--- config.mk ---
export PLATFORM = sky130hd
export DESIGN_NAME = bpq_ctrl
export DESIGN_NICKNAME = d
export VERILOG_FILES = /design/src/sv/bpq_pkg.sv /design/src/sv/bpq_ctrl.sv
export SDC_FILE = /design/constraint.sdc
export NUM_CORES = 1
export LEC_CHECK = 0
export ABC_AREA = 1
export BUFFER_PORTS_ARGS = -buffer_cell sky130_fd_sc_hd__buf_2
export CORE_AREA = 2 2 39 41
export DETAILED_ROUTE_END_ITERATION = 12
export DIE_AREA = 0 0 41 43
export MAX_ROUTING_LAYER = met4
export PLACE_DENSITY = 0.7
export SLEW_MARGIN = 20
export SYNTH_ARGS = -nofsm -noshare
export SYNTH_HDL_FRONTEND = slang
export SYNTH_SLANG_ARGS = --single-unit
--- constraint.sdc ---
create_clock -name clk -period 1.2 [get_ports clk]
set_input_delay 0.06 -clock clk [delete_from_list [all_inputs] [get_ports clk]]
set_output_delay 0.06 -clock clk [all_outputs]
set_load 0.01 [all_outputs]
--- src/sv/bpq_pkg.sv ---
`timescale 1ns / 1ps
// ----------------------------------------------------------------------------
// bpq_pkg
// Shared types, codes and defaults for the bucketed priority packet queue.
// ----------------------------------------------------------------------------
package bpq_pkg;

  localparam int NUM_BUCKETS_DEF     = 10;
  localparam int BUCKET_DEPTH_DEF    = 256;
  localparam int PACKET_ID_LIMIT_DEF = 4096;

  localparam int OP_W   = 2;
  localparam int ID_W   = 12;
  localparam int AREA_W = 24;
  localparam int THR_W  = 16;
  localparam int ST_W   = 2;

  localparam logic [THR_W-1:0] THR_RESET = 16'd10;
  // bucket k boundary is threshold + (STEP_BASE << k)
  localparam int STEP_BASE = 10;

  localparam logic [OP_W-1:0] OP_PUSH  = 2'd0;
  localparam logic [OP_W-1:0] OP_POP   = 2'd1;
  localparam logic [OP_W-1:0] OP_CLEAR = 2'd2;
  localparam logic [OP_W-1:0] OP_NONE  = 2'd3;

  localparam logic [ST_W-1:0] ST_OK    = 2'd0;
  localparam logic [ST_W-1:0] ST_LOW   = 2'd1;
  localparam logic [ST_W-1:0] ST_FULL  = 2'd2;
  localparam logic [ST_W-1:0] ST_EMPTY = 2'd3;

  typedef struct packed {
    logic [OP_W-1:0]   operation;
    logic [ID_W-1:0]   packet_id;
    logic [AREA_W-1:0] area;
  } in_word_t;

  typedef struct packed {
    logic [ID_W-1:0] out_packet_id;
    logic [ST_W-1:0] status;
  } out_word_t;

  typedef struct packed {
    logic            load_in;
    logic            clr_step;
    logic            pick;
    logic            push_wr;
    logic            scan_init;
    logic            scan_rd;
    logic            sent_rd;
    logic            mark_sent;
    logic            scan_dec;
    logic            clear_all;
    logic            res_we;
    logic [ST_W-1:0] res_code;
    logic            res_take_id;
    logic            load_out;
  } cmd_t;

  typedef struct packed {
    logic [OP_W-1:0] op;
    logic            drop_low;
    logic            full;
    logic            cnt_zero;
    logic            scan_last;
    logic            fresh;
    logic            clr_last;
  } stat_t;

endpackage

--- src/sv/bpq_ctrl.sv ---
`timescale 1ns / 1ps
// ----------------------------------------------------------------------------
// bpq_ctrl
// Sequencer: sent map sweep, push, pop scan, clear and output handshake.
// ----------------------------------------------------------------------------
module bpq_ctrl import bpq_pkg::*; (
  input  logic  clk,
  input  logic  rst_n,
  input  logic  in_valid,
  output logic  in_ready,
  output logic  out_valid,
  input  logic  out_ready,
  input  stat_t st,
  output cmd_t  cmd
);

  localparam logic [2:0] S_CLR  = 3'd0;
  localparam logic [2:0] S_IDLE = 3'd1;
  localparam logic [2:0] S_DEC  = 3'd2;
  localparam logic [2:0] S_PUSH = 3'd3;
  localparam logic [2:0] S_SCAN = 3'd4;
  localparam logic [2:0] S_RDID = 3'd5;
  localparam logic [2:0] S_CHK  = 3'd6;
  localparam logic [2:0] S_RESP = 3'd7;

  logic [2:0] state_r;
  logic [2:0] state_nxt;
  logic       out_valid_r;
  logic       out_valid_nxt;

  always_comb begin
    cmd       = '0;
    in_ready  = 1'b0;
    state_nxt = state_r;
    unique case (state_r)
      S_CLR: begin
        cmd.clr_step = 1'b1;
        if (st.clr_last) begin
          state_nxt = S_IDLE;
        end
      end
      S_IDLE: begin
        in_ready = 1'b1;
        if (in_valid) begin
          cmd.load_in = 1'b1;
          state_nxt   = S_DEC;
        end
      end
      S_DEC: begin
        unique case (st.op)
          OP_PUSH: begin
            if (st.drop_low) begin
              cmd.res_we   = 1'b1;
              cmd.res_code = ST_LOW;
              state_nxt    = S_RESP;
            end else begin
              cmd.pick  = 1'b1;
              state_nxt = S_PUSH;
            end
          end
          OP_POP: begin
            cmd.scan_init = 1'b1;
            state_nxt     = S_SCAN;
          end
          OP_CLEAR: begin
            cmd.clear_all = 1'b1;
            cmd.res_we    = 1'b1;
            cmd.res_code  = ST_OK;
            state_nxt     = S_RESP;
          end
          OP_NONE: begin
            cmd.res_we   = 1'b1;
            cmd.res_code = ST_OK;
            state_nxt    = S_RESP;
          end
        endcase
      end
      S_PUSH: begin
        cmd.res_we = 1'b1;
        if (st.full) begin
          cmd.res_code = ST_FULL;
        end else begin
          cmd.push_wr  = 1'b1;
          cmd.res_code = ST_OK;
        end
        state_nxt = S_RESP;
      end
      S_SCAN: begin
        if (!st.cnt_zero) begin
          cmd.scan_rd = 1'b1;
          state_nxt   = S_RDID;
        end else if (st.scan_last) begin
          cmd.res_we   = 1'b1;
          cmd.res_code = ST_EMPTY;
          state_nxt    = S_RESP;
        end else begin
          cmd.scan_dec = 1'b1;
        end
      end
      S_RDID: begin
        cmd.sent_rd = 1'b1;
        state_nxt   = S_CHK;
      end
      S_CHK: begin
        priority if (st.fresh) begin
          cmd.mark_sent   = 1'b1;
          cmd.res_we      = 1'b1;
          cmd.res_code    = ST_OK;
          cmd.res_take_id = 1'b1;
          state_nxt       = S_RESP;
        end else if (st.scan_last) begin
          cmd.res_we   = 1'b1;
          cmd.res_code = ST_EMPTY;
          state_nxt    = S_RESP;
        end else begin
          cmd.scan_dec = 1'b1;
          state_nxt    = S_SCAN;
        end
      end
      S_RESP: begin
        // the previous word may still sit in the output register
        if (!out_valid_r || out_ready) begin
          cmd.load_out = 1'b1;
          state_nxt    = S_IDLE;
        end
      end
      default: begin
        state_nxt = S_IDLE;
      end
    endcase
  end

  assign out_valid_nxt = cmd.load_out ? 1'b1 : (out_ready ? 1'b0 : out_valid_r);
  assign out_valid     = out_valid_r;

  always_ff @(posedge clk) begin
    if (!rst_n) begin
      state_r     <= S_CLR;
      out_valid_r <= 1'b0;
    end else begin
      state_r     <= state_nxt;
      out_valid_r <= out_valid_nxt;
    end
  end

endmodule

==> impl_metrics.yaml <==
sta:
  worstMarginPinSlew_ns: 0.269
  hold_viol: 0
  finalWorstPathRequiredPeriod_ns: 1.33
  worst_slew_margin_rel_pct: 82.1
  clock.fmax_ghz: 0.750
  setup_viol_count_final: 13
  final_min_period_over_clock_period_pct: 111
  grt_setup_unrepaired: "yes"
  hold_slack_ns: 0.0629
  layout_setup_ws_ns: -0.133
  final-max-slew-violation-count: 0
  final.setup_skew_ns: 0.00430
worst_setup_path:
  worstPathBufferInverterCount: 2
  crit_path_max_incr_delay_ns: 0.37
  worst_ep_required_time_ns: 1.14
  critical_path_cell_count: 6
  worst_path_max_delay_cell: "dfxtp_4"
  worst_r2r_startpoint: "state_r[0]"
  critical_path_class: "reg -> out"
  critPathTopFamily: "flip-flops"
  critPathMaxFanout: 4
  worst-endpoint-arrival_ns: 1.27
  crit-reg2reg-capture: "state_r[2]"
  sequence_of_cells_on_the_critical_path: "nor2_4 > nand3_4 > inv_2 > o21ai_2 > o41ai_2 > buf_2"
  worstSetupEndpointType: "output pin"
  critical_path.startpoint_type: "flip-flop"
  reg2reg_setup_slack_ns: -0.09
  reg2reg_depth: 8
die:
  die-height_um: 43
  overall_die_area_sq_um: 1760
  num_io_pins: 29
  die_x_um: 41
  floorplan.initialDensity_pct: 35.5
  num_rows: 14
  core-area_sq_um: 1380
clock_network:
  worst_skew_pair.late_latency_ns: 0.24
  htreeDepth: 1
  tritoncts: "done"
  cts_buffers: 3
  clock_path_buffers: 2
  clock_tree.root_cell: "clkbuf_4"
  numClockSinks: 4
  clkTransAtPathRegs_ns: 0.03
status:
  violations: "setup timing"
  status: "finished with violations"
cells_and_area:
  syn_to_final_growth_pct: 101
  nNetsFinal: 141
  design_area_sq_um: 986
  fraction_of_final_layout_cells_sized_beyond_drive_strength_1_pct: 70.9
  mostFrequentLayoutCells: "buf_2 (27), inv_1 (10), nor2_1 (10)"
  antennaDiodeCount: 0
  layout.cells.most_common: "buf_2"
  postLayoutCoreUtil_pct: 71.2
placed_design:
  dp_hpwl_um: 1150
  place_congestion: 0.925
  postPlaceCellArea_sq_um: 678
  placement.setup.worst_slack_ns: -0.0745
  io_buffers: 28
hold_path:
  worstHoldPathCells: 2
  hold-path-endpoint: "out_valid"
  worst_hold_path_type: "in -> reg"
  min-delay-start: "rst_n"
yosys:
  postSynth.topFlopCell: "dfxtp_1"
  yosysSeqAreaShare_pct: 16.3
  post_synth_instance_area_sq_um: 492
  syn-instance-count: 83
  syn_avg_cell_area_sq_um: 5.92
  synthDistinctLibCells: 24
  async_reset_ff_share_pct: 0
  ys_seq_elements: 4
  synth_fp_nets: 95
  synth.yosys.warnings: 0
  synth-edff-count: 0
global_route:
  grt_pass1_vias: 628
  globalRoute.totalOverflow: 0
  grt_first_pass_wirelength_um: 2640
  antenna_found_initial: 0
  pin_count_of_the_biggest_net_entering_global_routing: 8
  groute.usage.overall_pct: 23.1
power:
  power_density_nw_per_um2: 1930
  p_leak_nw: 0.538
  worst_ir_drop_vdd_uv: 1400
routing:
  routed_via_density: 4.96
  total_via_count_after_detailed_routing: 709
  detail_route.drc_violations: 0
  drt-pass1-iter-count: 4
  first_iter_violations: 13
  drt-wirelength-per-cell_um: 13.1
  detail-route-antenna-nets: 0
  finalWirelength_um: 1870
flow_run:
  cap_violations: 0
flip-flops by register name, summed over array words and instances, names as in the netlist:
name / cells
state_r: 3
out_valid: 1
Yosys cell counts, types with 2 or more instances:
| library cell | count | area, sq um |
|---|---|---|
| nor2_1 | 17 | 63.8 |
| inv_1 | 14 | 52.6 |
| nand2_1 | 12 | 45.0 |
| nand3_1 | 7 | 35.0 |
| dfxtp_1 | 4 | 80.1 |
| nand2_2 | 4 | 25.0 |
| nand3_2 | 3 | 30.0 |
| nor3_1 | 3 | 15.0 |
| a21oi_1 | 2 | 10.0 |
| buf_4 | 2 | 15.0 |
| nor2_2 | 2 | 12.5 |
per-layer routing:
metal | vias up | share of wire, % | track usage, %
met5 | - | 0 | -
met2 | 21 | 56 | 37.2
met1 | 328 | 38 | 23.5
li1 | 356 | - | -
met3 | 4 | 4.8 | 6.28
met4 | 0 | 1.8 | 13.3
report_power, final:
group	internal (mW)	switching [mW]
logic	0.680	0.730
clock network	0.112	0.0578
registers	0.195	0.124
cell type report:
cell class,instances,area [sq um]
fillers,113,398
flip-flops and latches,4,91.3
multi-input cells,60,483
well taps,16,20.0
clock buffers,3,22.5
inverters,16,72.6
repair buffers,44,297
through the flow:
stage / power (mW) / cells / setup TNS, ns
finish: 1.90 / 143 / -1.14
global route: 2.02 / 143 / -1.94
CTS: 1.51 / 138 / -0.604
detailed placement: 1.08 / 131 / -0.203
global placement: 1.07 / 131 / -0.0818
floorplan: 0.766 / 83 / 0
how the worst max path moves through the flow:
stage	end	startpoint	slack, ns
global route	cmd[5]	state_r[2]	-0.20
floorplan	cmd[2]	state_r[2]	0.07
CTS	cmd[2]	state_r[1]	-0.09
detailed placement	cmd[2]	state_r[1]	-0.07
global placement	cmd[2]	state_r[1]	-0.04
finish	cmd[2]	state_r[0]	-0.13
what timing repair did:
item | 4_1_cts | 5_1_grt
setup endpoints to repair | 18 | 17
pin swaps | 4 | 11
gates resized for setup | 27 | 32
hold buffers | 0 | 0
setup buffers | 4 | 6
logic make-up (layout without fill, tap and decap cells):
family	Yosys count	in the layout	share of synthesized area (%)
simple gates	51	51	52.2
compound gates	9	9	13.2
flops	4	4	16.3
buf+inv	19	63	18.3
Note: power is estimated with default switching activity, not from simulation.
